## src/hw/rtl/assert_macros.svh

```systemverilog
// Assertion helpers; clk and rst_n are taken from the scope of the user.
`ifndef ASSERT_MACROS_SVH
`define ASSERT_MACROS_SVH

// Same-cycle implication.
`define IEM_ASSERT_IMP(lbl, ante, cons) \
    lbl: assert property (@(posedge clk) disable iff (!rst_n) (ante) |-> (cons)) \
        else $error("iem: assertion failed");

// Next-cycle implication.
`define IEM_ASSERT_NXT(lbl, ante, cons) \
    lbl: assert property (@(posedge clk) disable iff (!rst_n) (ante) |=> (cons)) \
        else $error("iem: assertion failed");

`endif

```

## src/hw/rtl/iem_pkg.sv

```systemverilog
package iem_pkg;

    localparam int DEF_MAX_MAPPINGS = 16;
    localparam int QUEUE_DEPTH      = 2;

    localparam int CFG_IDX_W  = 2;
    localparam int CFG_DATA_W = 10;

    localparam logic [CFG_IDX_W-1:0] REG_TOGGLE = 2'd0;
    localparam logic [CFG_IDX_W-1:0] REG_HOLD   = 2'd1;
    localparam logic [CFG_IDX_W-1:0] REG_COUNT  = 2'd2;

    localparam logic [4:0] EV_SYNC = 5'd0;
    localparam logic [4:0] EV_KEY  = 5'd1;
    localparam logic [4:0] EV_REL  = 5'd2;

    localparam logic [9:0] KEY_CTRL = 10'd29;
    localparam logic [9:0] KEY_C    = 10'd46;
    localparam logic [9:0] KEY_V    = 10'd47;

    localparam logic [31:0] VAL_UP   = 32'd0;
    localparam logic [31:0] VAL_DOWN = 32'd1;

    localparam logic [10:0] TGT_COPY  = 11'h7FE;  // -2
    localparam logic [10:0] TGT_PASTE = 11'h7FD;  // -3

    localparam logic [1:0] LAYER_BASE  = 2'd0;
    localparam logic [1:0] LAYER_SHIFT = 2'd1;
    localparam logic [1:0] LAYER_NONE  = 2'd2;

    typedef enum logic [1:0] {
        F_IDLE,
        F_READ,
        F_CHECK,
        F_PUSH
    } front_state_t;

    typedef enum logic [2:0] {
        KIND_NONE,
        KIND_KEY,
        KIND_MACRO,
        KIND_TAP,
        KIND_PASS
    } kind_t;

    // Work handed from the classifier to the emitter.
    typedef struct packed {
        logic        hrel;     // release of the held key goes first
        logic [9:0]  hcode;
        kind_t       kind;
        logic        paste;    // macro letter: V when set, else C
        logic [4:0]  ev_type;
        logic [9:0]  code;
        logic [31:0] value;
    } job_t;

endpackage

```

## src/hw/rtl/iem_ifs.sv

```systemverilog
interface iem_in_if;
    logic               valid;
    logic               ready;
    logic               command;
    logic [4:0]         event_type;
    logic [9:0]         event_code;
    logic signed [31:0] event_value;
    logic [3:0]         entry_index;
    logic               entry_layer;
    logic [4:0]         entry_source_type;
    logic [9:0]         entry_source_code;
    logic signed [31:0] entry_source_value;
    logic signed [10:0] entry_target;

    modport source (
        output valid, command, event_type, event_code, event_value, entry_index,
               entry_layer, entry_source_type, entry_source_code,
               entry_source_value, entry_target,
        input  ready
    );
    modport sink (
        input  valid, command, event_type, event_code, event_value, entry_index,
               entry_layer, entry_source_type, entry_source_code,
               entry_source_value, entry_target,
        output ready
    );
endinterface

interface iem_out_if;
    logic               valid;
    logic               ready;
    logic [4:0]         out_type;
    logic [9:0]         out_code;
    logic signed [31:0] out_value;
    logic               last_of_run;

    modport source (
        output valid, out_type, out_code, out_value, last_of_run,
        input  ready
    );
    modport sink (
        input  valid, out_type, out_code, out_value, last_of_run,
        output ready
    );
endinterface

interface iem_cfg_if;
    logic        valid;
    logic        ready;
    logic [1:0]  reg_idx;
    logic [9:0]  data;

    modport source (
        output valid, reg_idx, data,
        input  ready
    );
    modport sink (
        input  valid, reg_idx, data,
        output ready
    );
endinterface

```

## src/hw/rtl/iem_front.sv

```systemverilog
module iem_front
    import iem_pkg::*;
#(
    parameter int MAX_MAPPINGS = DEF_MAX_MAPPINGS
) (
    input  logic       clk,
    input  logic       rst_n,
    iem_in_if.sink     evt_in,
    iem_cfg_if.sink    cfg,
    output logic       q_push,
    output job_t       q_data,
    input  logic       q_full
);

    localparam int IDX_W = (MAX_MAPPINGS > 1) ? $clog2(MAX_MAPPINGS) : 1;
    localparam int CNT_W = $clog2(MAX_MAPPINGS + 1);

    typedef struct packed {
        logic        layer;
        logic [4:0]  src_type;
        logic [9:0]  src_code;
        logic [31:0] src_value;
        logic [10:0] target;
    } entry_t;

    front_state_t state_reg, state_next;

    logic [9:0]  toggle_reg;
    logic [9:0]  hold_reg;
    logic [4:0]  count_reg;

    logic [1:0]  layer_reg;
    logic        held_vld_reg;
    logic [9:0]  held_code_reg;

    logic [4:0]  ev_type_reg;
    logic [9:0]  ev_code_reg;
    logic [31:0] ev_value_reg;

    logic [CNT_W-1:0] idx_reg;
    logic [CNT_W-1:0] cnt_lim;

    logic        hrel_reg;
    logic [9:0]  hcode_reg;
    kind_t       kind_reg;
    logic        paste_reg;
    logic [9:0]  code_reg;

    entry_t                  mem [MAX_MAPPINGS];
    logic [MAX_MAPPINGS-1:0] vld_reg;
    entry_t                  rd_data_reg;
    logic                    rd_vld_reg;

    logic   acc;
    logic   tog_hit;
    logic   hold_hit;
    logic   rel_held;
    logic   wr_ok;
    logic   lay_ok;
    logic   key_hit;
    logic   rel_hit;
    logic   hit;
    kind_t  hit_kind;
    entry_t wr_entry;

    assign cfg.ready = 1'b1;

    assign acc      = evt_in.valid && evt_in.ready;
    assign tog_hit  = (evt_in.event_type == EV_KEY) && (evt_in.event_code == toggle_reg);
    assign hold_hit = (evt_in.event_type == EV_KEY) && (evt_in.event_code == hold_reg);
    // key release while a remapped key is held: release it first
    assign rel_held = !tog_hit && !hold_hit && (evt_in.event_type == EV_KEY)
                      && (evt_in.event_value == VAL_UP) && held_vld_reg;
    assign wr_ok    = 32'(evt_in.entry_index) < MAX_MAPPINGS;

    always_comb
    begin
        wr_entry.layer     = evt_in.entry_layer;
        wr_entry.src_type  = evt_in.entry_source_type;
        wr_entry.src_code  = evt_in.entry_source_code;
        wr_entry.src_value = evt_in.entry_source_value;
        wr_entry.target    = evt_in.entry_target;
    end

    always_comb
    begin
        if (32'(count_reg) > MAX_MAPPINGS)
            cnt_lim = CNT_W'(MAX_MAPPINGS);
        else
            cnt_lim = CNT_W'(count_reg);
    end

    // Entry compare, one entry per visit
    assign lay_ok  = rd_vld_reg && ({1'b0, rd_data_reg.layer} == layer_reg);
    assign key_hit = lay_ok && (ev_type_reg == EV_KEY) && (rd_data_reg.src_type == EV_KEY)
                     && (rd_data_reg.src_code == ev_code_reg);
    assign rel_hit = lay_ok && (ev_type_reg == EV_REL) && (rd_data_reg.src_type == EV_REL)
                     && (rd_data_reg.src_code == ev_code_reg)
                     && (rd_data_reg.src_value == ev_value_reg);
    assign hit     = key_hit || rel_hit;

    always_comb
    begin
        hit_kind = KIND_NONE;
        if (key_hit)
        begin
            if (!rd_data_reg.target[10])
                hit_kind = KIND_KEY;
            else if (ev_value_reg == VAL_DOWN && (rd_data_reg.target == TGT_COPY ||
                                                  rd_data_reg.target == TGT_PASTE))
                hit_kind = KIND_MACRO;
        end
        else if (rel_hit && !rd_data_reg.target[10])
            hit_kind = KIND_TAP;
    end

    always_ff @(posedge clk or negedge rst_n)
    begin
        if (!rst_n)
            state_reg <= F_IDLE;
        else
            state_reg <= state_next;
    end

    always_comb
    begin
        state_next   = state_reg;
        evt_in.ready = 1'b0;
        q_push       = 1'b0;
        unique case (state_reg)
            F_IDLE:
            begin
                evt_in.ready = 1'b1;
                if (acc && !evt_in.command && !tog_hit && !hold_hit)
                    state_next = F_READ;
            end
            F_READ:
            begin
                if (idx_reg >= cnt_lim)
                    state_next = F_PUSH;
                else
                    state_next = F_CHECK;
            end
            F_CHECK:
            begin
                if (hit)
                    state_next = (hrel_reg || hit_kind != KIND_NONE) ? F_PUSH : F_IDLE;
                else
                    state_next = F_READ;
            end
            F_PUSH:
            begin
                q_push = !q_full;
                if (!q_full)
                    state_next = F_IDLE;
            end
            default: state_next = F_IDLE;
        endcase
    end

    always_comb
    begin
        q_data.hrel    = hrel_reg;
        q_data.hcode   = hcode_reg;
        q_data.kind    = kind_reg;
        q_data.paste   = paste_reg;
        q_data.ev_type = ev_type_reg;
        q_data.code    = code_reg;
        q_data.value   = ev_value_reg;
    end

    // Configuration registers
    always_ff @(posedge clk or negedge rst_n)
    begin
        if (!rst_n)
        begin
            toggle_reg <= '0;
            hold_reg   <= '0;
            count_reg  <= '0;
        end
        else if (cfg.valid && cfg.ready)
        begin
            unique case (cfg.reg_idx)
                REG_TOGGLE: toggle_reg <= cfg.data;
                REG_HOLD:   hold_reg   <= cfg.data;
                REG_COUNT:  count_reg  <= cfg.data[4:0];
                default: ;
            endcase
        end
    end

    // Table storage; entries never written read as invalid
    always_ff @(posedge clk)
    begin
        if (state_reg == F_IDLE && acc && evt_in.command && wr_ok)
            mem[IDX_W'(evt_in.entry_index)] <= wr_entry;
        if (state_reg == F_READ)
            rd_data_reg <= mem[idx_reg[IDX_W-1:0]];
    end

    always_ff @(posedge clk or negedge rst_n)
    begin
        if (!rst_n)
        begin
            vld_reg    <= '0;
            rd_vld_reg <= 1'b0;
        end
        else
        begin
            if (state_reg == F_IDLE && acc && evt_in.command && wr_ok)
                vld_reg[IDX_W'(evt_in.entry_index)] <= 1'b1;
            if (state_reg == F_READ)
                rd_vld_reg <= vld_reg[idx_reg[IDX_W-1:0]];
        end
    end

    // Event latch
    always_ff @(posedge clk)
    begin
        if (state_reg == F_IDLE && acc)
        begin
            ev_type_reg  <= evt_in.event_type;
            ev_code_reg  <= evt_in.event_code;
            ev_value_reg <= evt_in.event_value;
        end
        if (state_reg == F_READ && idx_reg >= cnt_lim)
            code_reg <= ev_code_reg;
        else if (state_reg == F_CHECK && hit)
            code_reg <= rd_data_reg.target[9:0];
    end

    // Layer, held key and search control
    always_ff @(posedge clk or negedge rst_n)
    begin
        if (!rst_n)
        begin
            layer_reg     <= LAYER_BASE;
            held_vld_reg  <= 1'b0;
            held_code_reg <= '0;
            idx_reg       <= '0;
            hrel_reg      <= 1'b0;
            hcode_reg     <= '0;
            kind_reg      <= KIND_NONE;
            paste_reg     <= 1'b0;
        end
        else
        begin
            unique case (state_reg)
                F_IDLE:
                begin
                    if (acc && !evt_in.command)
                    begin
                        idx_reg  <= '0;
                        hrel_reg <= rel_held;
                        if (tog_hit)
                        begin
                            if (evt_in.event_value == VAL_DOWN)
                                layer_reg <= (layer_reg == LAYER_BASE) ? LAYER_SHIFT
                                                                       : LAYER_BASE;
                        end
                        else if (hold_hit)
                        begin
                            if (evt_in.event_value == VAL_UP)
                                layer_reg <= LAYER_BASE;
                            else if (evt_in.event_value == VAL_DOWN)
                                layer_reg <= LAYER_SHIFT;
                            else
                                layer_reg <= LAYER_NONE;
                        end
                        else if (rel_held)
                        begin
                            hcode_reg    <= held_code_reg;
                            held_vld_reg <= 1'b0;
                        end
                    end
                end
                F_READ:
                begin
                    if (idx_reg >= cnt_lim)
                        kind_reg <= hrel_reg ? KIND_NONE : KIND_PASS;
                end
                F_CHECK:
                begin
                    if (hit)
                    begin
                        kind_reg  <= hit_kind;
                        paste_reg <= (rd_data_reg.target == TGT_PASTE);
                        if (key_hit && !rd_data_reg.target[10])
                        begin
                            if (ev_value_reg == VAL_DOWN)
                            begin
                                held_vld_reg  <= 1'b1;
                                held_code_reg <= rd_data_reg.target[9:0];
                            end
                            else if (ev_value_reg == VAL_UP)
                                held_vld_reg <= 1'b0;
                        end
                    end
                    else
                        idx_reg <= idx_reg + 1'b1;
                end
                F_PUSH: ;
                default: ;
            endcase
        end
    end

endmodule

```

## src/hw/rtl/iem_queue.sv

```systemverilog
module iem_queue
    import iem_pkg::*;
(
    input  logic clk,
    input  logic rst_n,
    input  logic push,
    input  job_t push_data,
    output logic full,
    input  logic pop,
    output job_t pop_data,
    output logic empty
);

    localparam int PW = (QUEUE_DEPTH > 1) ? $clog2(QUEUE_DEPTH) : 1;
    localparam int CW = $clog2(QUEUE_DEPTH + 1);

    job_t          slots [QUEUE_DEPTH];
    logic [PW-1:0] wr_ptr_reg;
    logic [PW-1:0] rd_ptr_reg;
    logic [CW-1:0] cnt_reg;

    assign full     = (cnt_reg == CW'(QUEUE_DEPTH));
    assign empty    = (cnt_reg == '0);
    assign pop_data = slots[rd_ptr_reg];

    always_ff @(posedge clk)
    begin
        if (push && !full)
            slots[wr_ptr_reg] <= push_data;
    end

    always_ff @(posedge clk or negedge rst_n)
    begin
        if (!rst_n)
        begin
            wr_ptr_reg <= '0;
            rd_ptr_reg <= '0;
            cnt_reg    <= '0;
        end
        else
        begin
            if (push && !full)
                wr_ptr_reg <= (wr_ptr_reg == PW'(QUEUE_DEPTH - 1)) ? '0 : wr_ptr_reg + 1'b1;
            if (pop && !empty)
                rd_ptr_reg <= (rd_ptr_reg == PW'(QUEUE_DEPTH - 1)) ? '0 : rd_ptr_reg + 1'b1;
            if ((push && !full) && !(pop && !empty))
                cnt_reg <= cnt_reg + 1'b1;
            else if (!(push && !full) && (pop && !empty))
                cnt_reg <= cnt_reg - 1'b1;
        end
    end

endmodule

```

## src/hw/rtl/iem_back.sv

```systemverilog
`include "assert_macros.svh"

module iem_back
    import iem_pkg::*;
(
    input  logic       clk,
    input  logic       rst_n,
    input  logic       q_empty,
    input  job_t       q_data,
    output logic       q_pop,
    iem_out_if.source  evt_out
);

    logic        busy_reg;
    job_t        job_reg;
    logic        hr_left_reg;
    logic [2:0]  step_reg;

    logic        out_valid_reg;
    logic [4:0]  out_type_reg;
    logic [9:0]  out_code_reg;
    logic [31:0] out_value_reg;
    logic        last_reg;

    logic [2:0]  body_len;
    logic [4:0]  cur_type;
    logic [9:0]  cur_code;
    logic [31:0] cur_value;
    logic        cur_last;
    logic [9:0]  letter;
    logic        adv;

    assign evt_out.valid       = out_valid_reg;
    assign evt_out.out_type    = out_type_reg;
    assign evt_out.out_code    = out_code_reg;
    assign evt_out.out_value   = out_value_reg;
    assign evt_out.last_of_run = last_reg;

    assign q_pop  = !busy_reg && !q_empty;
    assign adv    = busy_reg && (!out_valid_reg || evt_out.ready);
    assign letter = job_reg.paste ? KEY_V : KEY_C;

    always_comb
    begin
        case (job_reg.kind)
            KIND_KEY:   body_len = 3'd2;
            KIND_MACRO: body_len = 3'd6;
            KIND_TAP:   body_len = 3'd4;
            KIND_PASS:  body_len = 3'd1;
            default:    body_len = 3'd0;
        endcase
    end

    // Current event of the running sequence; sync is all zero
    always_comb
    begin
        cur_type  = EV_SYNC;
        cur_code  = '0;
        cur_value = '0;
        if (hr_left_reg)
        begin
            cur_last = (step_reg == 3'd1) && (body_len == 3'd0);
            if (step_reg == 3'd0)
            begin
                cur_type = EV_KEY;
                cur_code = job_reg.hcode;
            end
        end
        else
        begin
            cur_last = (step_reg == body_len - 3'd1);
            case (job_reg.kind)
                KIND_KEY:
                begin
                    if (step_reg == 3'd0)
                    begin
                        cur_type  = EV_KEY;
                        cur_code  = job_reg.code;
                        cur_value = job_reg.value;
                    end
                end
                KIND_MACRO:
                begin
                    case (step_reg)
                        3'd0:
                        begin
                            cur_type  = EV_KEY;
                            cur_code  = KEY_CTRL;
                            cur_value = VAL_DOWN;
                        end
                        3'd1:
                        begin
                            cur_type  = EV_KEY;
                            cur_code  = letter;
                            cur_value = VAL_DOWN;
                        end
                        3'd3:
                        begin
                            cur_type  = EV_KEY;
                            cur_code  = letter;
                        end
                        3'd4:
                        begin
                            cur_type  = EV_KEY;
                            cur_code  = KEY_CTRL;
                        end
                        default: ;
                    endcase
                end
                KIND_TAP:
                begin
                    if (step_reg == 3'd0 || step_reg == 3'd2)
                    begin
                        cur_type  = EV_KEY;
                        cur_code  = job_reg.code;
                        cur_value = (step_reg == 3'd0) ? VAL_DOWN : VAL_UP;
                    end
                end
                KIND_PASS:
                begin
                    cur_type  = job_reg.ev_type;
                    cur_code  = job_reg.code;
                    cur_value = job_reg.value;
                end
                default: ;
            endcase
        end
    end

    always_ff @(posedge clk)
    begin
        if (q_pop)
            job_reg <= q_data;
        if (adv)
        begin
            out_type_reg  <= cur_type;
            out_code_reg  <= cur_code;
            out_value_reg <= cur_value;
            last_reg      <= cur_last;
        end
    end

    always_ff @(posedge clk or negedge rst_n)
    begin
        if (!rst_n)
        begin
            busy_reg      <= 1'b0;
            hr_left_reg   <= 1'b0;
            step_reg      <= '0;
            out_valid_reg <= 1'b0;
        end
        else
        begin
            if (adv)
                out_valid_reg <= 1'b1;
            else if (evt_out.ready)
                out_valid_reg <= 1'b0;

            if (q_pop)
            begin
                busy_reg    <= 1'b1;
                hr_left_reg <= q_data.hrel;
                step_reg    <= '0;
            end
            else if (adv)
            begin
                if (cur_last)
                begin
                    busy_reg    <= 1'b0;
                    hr_left_reg <= 1'b0;
                    step_reg    <= '0;
                end
                else if (hr_left_reg && step_reg == 3'd1)
                begin
                    hr_left_reg <= 1'b0;
                    step_reg    <= '0;
                end
                else
                    step_reg <= step_reg + 3'd1;
            end
        end
    end

    // A job with nothing to emit would send spurious sync results
    `IEM_ASSERT_IMP(a_job_not_empty, q_pop, q_data.hrel || q_data.kind != KIND_NONE)
    `IEM_ASSERT_IMP(a_idle_clean, !busy_reg, step_reg == 3'd0 && !hr_left_reg)
    `IEM_ASSERT_NXT(a_last_ends_job, adv && cur_last, !busy_reg && out_valid_reg && last_reg)
    `IEM_ASSERT_IMP(a_step_in_range, busy_reg && !hr_left_reg, step_reg < body_len)

endmodule

```

## src/hw/rtl/input_event_remapper.sv

```systemverilog
// Input event remapper. Items on evt_in either write one mapping slot
// (command 1) or carry an input event; results leave on evt_out, one per
// cycle within a run while evt_out is ready, with last_of_run on the final
// result of each event. A write or a layer button event is handled as it is
// accepted. Any other event is classified by visiting table entries in
// order, at most min(mapping_count, MAX_MAPPINGS) of them, each with one
// table read and one compare. A two-deep job queue sits between the
// classifier and the emitter, so the next event is classified while the
// results of earlier ones are still being sent; the emitter sends up to six
// results per event. Table slots that were never written since reset never
// match; no clearing pass is needed. cfg is always ready; registers may only
// be written while no event is in flight.
module input_event_remapper
    import iem_pkg::*;
#(
    parameter int MAX_MAPPINGS = DEF_MAX_MAPPINGS
) (
    input  logic       clk,
    input  logic       rst_n,
    iem_in_if.sink     evt_in,
    iem_out_if.source  evt_out,
    iem_cfg_if.sink    cfg
);

    logic q_push;
    logic q_full;
    logic q_pop;
    logic q_empty;
    job_t q_in;
    job_t q_out;

    iem_front #(
        .MAX_MAPPINGS (MAX_MAPPINGS)
    ) u_front (
        .clk    (clk),
        .rst_n  (rst_n),
        .evt_in (evt_in),
        .cfg    (cfg),
        .q_push (q_push),
        .q_data (q_in),
        .q_full (q_full)
    );

    iem_queue u_queue (
        .clk       (clk),
        .rst_n     (rst_n),
        .push      (q_push),
        .push_data (q_in),
        .full      (q_full),
        .pop       (q_pop),
        .pop_data  (q_out),
        .empty     (q_empty)
    );

    iem_back u_back (
        .clk     (clk),
        .rst_n   (rst_n),
        .q_empty (q_empty),
        .q_data  (q_out),
        .q_pop   (q_pop),
        .evt_out (evt_out)
    );

endmodule

```

## src/flat_wrapper.sv

```systemverilog
// flat-port wrapper written by rule: the top's interface ports become plain ports
module input_event_remapper_flat import iem_pkg::*;
#(
    parameter int MAX_MAPPINGS = DEF_MAX_MAPPINGS
)
  (clk, rst_n, evt_in_valid, evt_in_command, evt_in_event_type, evt_in_event_code, evt_in_event_value, evt_in_entry_index, evt_in_entry_layer, evt_in_entry_source_type, evt_in_entry_source_code, evt_in_entry_source_value, evt_in_entry_target, evt_in_ready, evt_out_valid, evt_out_out_type, evt_out_out_code, evt_out_out_value, evt_out_last_of_run, evt_out_ready, cfg_valid, cfg_reg_idx, cfg_data, cfg_ready);
  iem_in_if evt_in_i ();
  iem_out_if evt_out_i ();
  iem_cfg_if cfg_i ();
  input  logic clk;
  input  logic rst_n;
  input wire logic [$bits(evt_in_i.valid)-1:0] evt_in_valid;
  input wire logic [$bits(evt_in_i.command)-1:0] evt_in_command;
  input wire logic [$bits(evt_in_i.event_type)-1:0] evt_in_event_type;
  input wire logic [$bits(evt_in_i.event_code)-1:0] evt_in_event_code;
  input wire logic [$bits(evt_in_i.event_value)-1:0] evt_in_event_value;
  input wire logic [$bits(evt_in_i.entry_index)-1:0] evt_in_entry_index;
  input wire logic [$bits(evt_in_i.entry_layer)-1:0] evt_in_entry_layer;
  input wire logic [$bits(evt_in_i.entry_source_type)-1:0] evt_in_entry_source_type;
  input wire logic [$bits(evt_in_i.entry_source_code)-1:0] evt_in_entry_source_code;
  input wire logic [$bits(evt_in_i.entry_source_value)-1:0] evt_in_entry_source_value;
  input wire logic [$bits(evt_in_i.entry_target)-1:0] evt_in_entry_target;
  output wire logic [$bits(evt_in_i.ready)-1:0] evt_in_ready;
  output wire logic [$bits(evt_out_i.valid)-1:0] evt_out_valid;
  output wire logic [$bits(evt_out_i.out_type)-1:0] evt_out_out_type;
  output wire logic [$bits(evt_out_i.out_code)-1:0] evt_out_out_code;
  output wire logic [$bits(evt_out_i.out_value)-1:0] evt_out_out_value;
  output wire logic [$bits(evt_out_i.last_of_run)-1:0] evt_out_last_of_run;
  input wire logic [$bits(evt_out_i.ready)-1:0] evt_out_ready;
  input wire logic [$bits(cfg_i.valid)-1:0] cfg_valid;
  input wire logic [$bits(cfg_i.reg_idx)-1:0] cfg_reg_idx;
  input wire logic [$bits(cfg_i.data)-1:0] cfg_data;
  output wire logic [$bits(cfg_i.ready)-1:0] cfg_ready;
  assign evt_in_i.valid = evt_in_valid;
  assign evt_in_i.command = evt_in_command;
  assign evt_in_i.event_type = evt_in_event_type;
  assign evt_in_i.event_code = evt_in_event_code;
  assign evt_in_i.event_value = evt_in_event_value;
  assign evt_in_i.entry_index = evt_in_entry_index;
  assign evt_in_i.entry_layer = evt_in_entry_layer;
  assign evt_in_i.entry_source_type = evt_in_entry_source_type;
  assign evt_in_i.entry_source_code = evt_in_entry_source_code;
  assign evt_in_i.entry_source_value = evt_in_entry_source_value;
  assign evt_in_i.entry_target = evt_in_entry_target;
  assign evt_in_ready = evt_in_i.ready;
  assign evt_out_valid = evt_out_i.valid;
  assign evt_out_out_type = evt_out_i.out_type;
  assign evt_out_out_code = evt_out_i.out_code;
  assign evt_out_out_value = evt_out_i.out_value;
  assign evt_out_last_of_run = evt_out_i.last_of_run;
  assign evt_out_i.ready = evt_out_ready;
  assign cfg_i.valid = cfg_valid;
  assign cfg_i.reg_idx = cfg_reg_idx;
  assign cfg_i.data = cfg_data;
  assign cfg_ready = cfg_i.ready;
  input_event_remapper #(.MAX_MAPPINGS(MAX_MAPPINGS)) u_core (.clk(clk), .rst_n(rst_n), .evt_in(evt_in_i), .evt_out(evt_out_i), .cfg(cfg_i));
endmodule
```

## config.mk

```make
export PLATFORM = sky130hd
export DESIGN_NAME = input_event_remapper_flat
export DESIGN_NICKNAME = d
export VERILOG_FILES = /design/src/hw/rtl/iem_pkg.sv /design/src/hw/rtl/iem_ifs.sv /design/src/hw/rtl/iem_front.sv /design/src/hw/rtl/iem_queue.sv /design/src/hw/rtl/iem_back.sv /design/src/hw/rtl/input_event_remapper.sv /design/src/flat_wrapper.sv
export VERILOG_INCLUDE_DIRS = /design/src /design/src/hw/rtl
export SDC_FILE = /design/constraint.sdc
export NUM_CORES = 1
export LEC_CHECK = 0
export BUFFER_PORTS_ARGS = -buffer_cell sky130_fd_sc_hd__buf_4
export CORE_AREA = 10 10 372 374
export DETAILED_ROUTE_END_ITERATION = 6
export DIE_AREA = 0 0 382 384
export PLACE_DENSITY = 0.63
export SLEW_MARGIN = 40
export SYNTH_ARGS = -nofsm -noshare
export SYNTH_HDL_FRONTEND = slang
export SYNTH_SLANG_ARGS = --single-unit
```

## constraint.sdc

```tcl
create_clock -name clk -period 6.7 [get_ports clk]
set_input_delay 1.34 -clock clk [delete_from_list [all_inputs] [get_ports clk]]
set_output_delay 1.34 -clock clk [all_outputs]
set_load 0.005 [all_outputs]
```

==> out/qor.txt <==
Critical setup path kind: in2reg
Flops & latches, synth: 1380
Row cnt: 133
Critical path endpoint category: flop
Starting Density: 39.8%
DRT iter0 DRCs: 2054
Vias in the first global route: 25.0k
Total negative slack: 0 ns
Initial antenna violation count: 14
Root buf cell: clkbuf_16
First-pass GRT wire length: 169 mm
Clock Skews: 0.0229 ns
Reg2Reg Setup Slack: 3.28 ns
Clock Tree Buf Depth: 3
Total track usage: 15.4%
P_sw: 6.27 mW
Largest net degree at the start of global routing: 95
Fin. max-slew vios: 0
Outcome: finished with violations
PD cells: 390 nW/um^2
CTS Hold Bufs: 0
Number of iterations in the first detailed-routing pass: 7
Area Overhead vs Synth: 16.6%
Crit path launch type: input pin
Syn Inst Count: 2286
R2r worst-path depth: 4
CTS tree: built
Critical path arrival: 4.24 ns
WL/cell: 25.6 microns
I/O pin count: 179
CTS Buf Count: 140
Mapped cell area: 52100 sq um
Largest register FFs: 944
Yosys cell types: 57
Max transition margin: 40.0%
# setup viols final: 0
Period utilization: 54.3%
Final ANT Viol Nets: 0
Unrepaired setup endpoints after global routing: no
Main synth FF type: edfxtp_1
GP Congestion: 0.813
Post-synth ARST share: 6.30%
Area after DPL: 56100 sq um
Routed vias: 23.5k
Core area: 131000 sq um
Vias per std cell: 5.28
Post_cts resized: 0
Seq/Total Area, Yosys: 78.7%
Layout cells sized above 1: 34.2%
Peak VDD IR: 0.000276 V
Reg clk slew, reported paths: 0.06 ns
Worst R2R End: u_core.u_front.rd_data_reg[54]
Die area: 147000 sq um
Worst-path fanout max: 12
Least-Margin Pin Slew: 0.892 ns
Crit path from: evt_in_event_value[17]
PortBufs: 177
Die span in x: 382 microns
Tmin final: 3.64 ns
Placed instance count: 4185
Switch share: 26.5%
Die Y: 384 microns
Pint: 17.4 mW
Failing checks: DRC
Net count after synthesis: 2428
Critical R2R Launch: u_core.u_front.idx_reg[0]
LEAKAGE: 19.7 nW
Setup Buffers After CTS: 0
Combinational power share: 21.3%
Tightest Hold Check Type: in2async
DRC viols: 1
YS warnings: 0
EDFF count, synth: 1293
Grt ovf: 0
Reg power frac: 46.2%
WP data required: 7.30 ns
Design Area, Final: 60800 sq um
Clock Power Share: 32.5%
FMAX: 275 MHz
Max_cap viols: 0
Latest clock arrival within the worst-skew pair: 0.75 ns
Filler instances: 10.7k
CTS sink cnt: 1380
Post-DP HPWL: 70.9 mm
Nets: 2718
Finished Layout Cells: 4447
Average size of a mapped cell: 22.8 sq um
Final Hold Fails: 0
H-tree levels: 4
DRT Wirelength: 114 mm
==> how the worst max path moves through the flow <==
stage	endpoint	cells after the start	slack (ns)
CTS	u_core.u_front.held_vld_reg	8	3.06
global placement	u_core.u_front.held_vld_reg	8	1.71
global route	u_core.u_front.held_vld_reg	8	2.93
finish	u_core.u_front.held_vld_reg	8	3.06
floorplan	u_core.u_front.mem[1][0]	4	0.57
detailed placement	u_core.u_front.held_vld_reg	8	2.26
==> synthesized netlist by cell type (all sizes together) (3+ instances only) <==
| library cell | instances | area [sq um] |
|---|---|---|
| edfxtp | 1293 | 38800 |
| mux4 | 300 | 6760 |
| mux2 | 117 | 1350 |
| dfrtp | 87 | 2180 |
| xnor2 | 68 | 596 |
| clkbuf | 55 | 206 |
| and2 | 37 | 231 |
| buf | 37 | 189 |
| nand2 | 35 | 131 |
| nor2 | 30 | 113 |
| o21ai | 23 | 115 |
| nand4 | 21 | 131 |
| nor4 | 19 | 125 |
| or2 | 19 | 119 |
| inv | 16 | 60.1 |
| nor3 | 15 | 75.1 |
| ha | 14 | 175 |
| nand2b | 12 | 75.1 |
| a21oi | 11 | 58.8 |
| nand3 | 9 | 45.0 |
| a22o | 5 | 43.8 |
| and3 | 5 | 31.3 |
| nand3b | 5 | 37.5 |
| nor2b | 5 | 31.3 |
| o211ai | 5 | 37.5 |
| xor2 | 5 | 43.8 |
| a21boi | 4 | 33.8 |
| a21o | 4 | 30.0 |
| a22oi | 3 | 22.5 |
| mux2i | 3 | 30.0 |
| or4 | 3 | 30.0 |
==> power groups by stage <==
stage               clock network, mW  logic (mW)  registers [mW]
finish                           7.69        5.05            10.9
CTS                              7.87        5.07            11.0
detailed placement                  0        5.05            11.2
floorplan                           0        3.55            10.9
global placement                    0        4.94            11.1
global route                     8.23        5.42            11.0
==> cell type report <==
cell class              count  area (sq um)  area share (%)
clock inverters            81           816            1.34
diodes                      1          2.50         0.00412
multi-input cells         798         10800            17.8
flip-flops and latches   1380         41000            67.5
repair buffers            240          2090            3.44
inverters                  16          62.6           0.103
clock buffers             176          3750            6.18
well taps                1755          2200            3.61
==> critical path, stage by stage <==
cell and delay, ns:
buf_4 0.12, nor4_2 0.78, nand4_1 0.56, nor4_1 0.47
nand4b_2 0.48, o31a_2 0.28, o21ai_1 0.12, nand2_1 0.08
==> per-layer routing <==
metal	global-route usage, %	vias to the layer above	wire length [microns]
met1	20.0	12510	47000
met2	25.5	699	56500
li1	-	10073	-
met4	4.56	20	2730
met5	0	-	121
met3	4.06	197	7290
==> per-stage QoR <==
stage          hold WS [ns]  total power [mW]  setup WS [ns]  utilization, %
2_1_floorplan         0.421              14.4          0.567               -
3_3_place_gp          0.431              16.1           1.71            42.6
3_5_place_dp          0.439              16.2           2.26            42.9
4_1_cts               0.339              23.9           3.06            46.4
5_1_grt               0.353              24.7           2.93            46.4
6_report              0.402              23.7           3.06            46.4
==> cells in the final DEF (no fill, tap or decap), drive strengths merged, types with 7 or more instances in the layout <==
cell type,instances
clkinv,52
nand2,35
mux4,300
edfxtp,1293
nor2,30
and2,37
mux2,117
clkbuf,176
o21ai,23
or2,19
clkinvlp,7
nor4,19
bufinv,12
xnor2,68
nor3,15
ha,14
dfrtp,87
buf,240
nand3,9
inv,26
a21oi,11
nand4,21
nand2b,12
==> kinds of logic after synthesis <==
| group | count (synthesis) | synth area share [%] |
|---|---|---|
| DFF | 1380 | 78.7 |
| muxes | 420 | 15.6 |
| and+or+nand+nor | 224 | 2.42 |
| buffers and inverters | 108 | 0.874 |
| xor gates and xnor gates | 73 | 1.23 |
| AOI/OAI and AO/OA | 66 | 0.824 |
| adders and majority gates | 14 | 0.336 |
| other | 1 | 0.00720 |
Note: power is estimated with default switching activity, not from simulation.
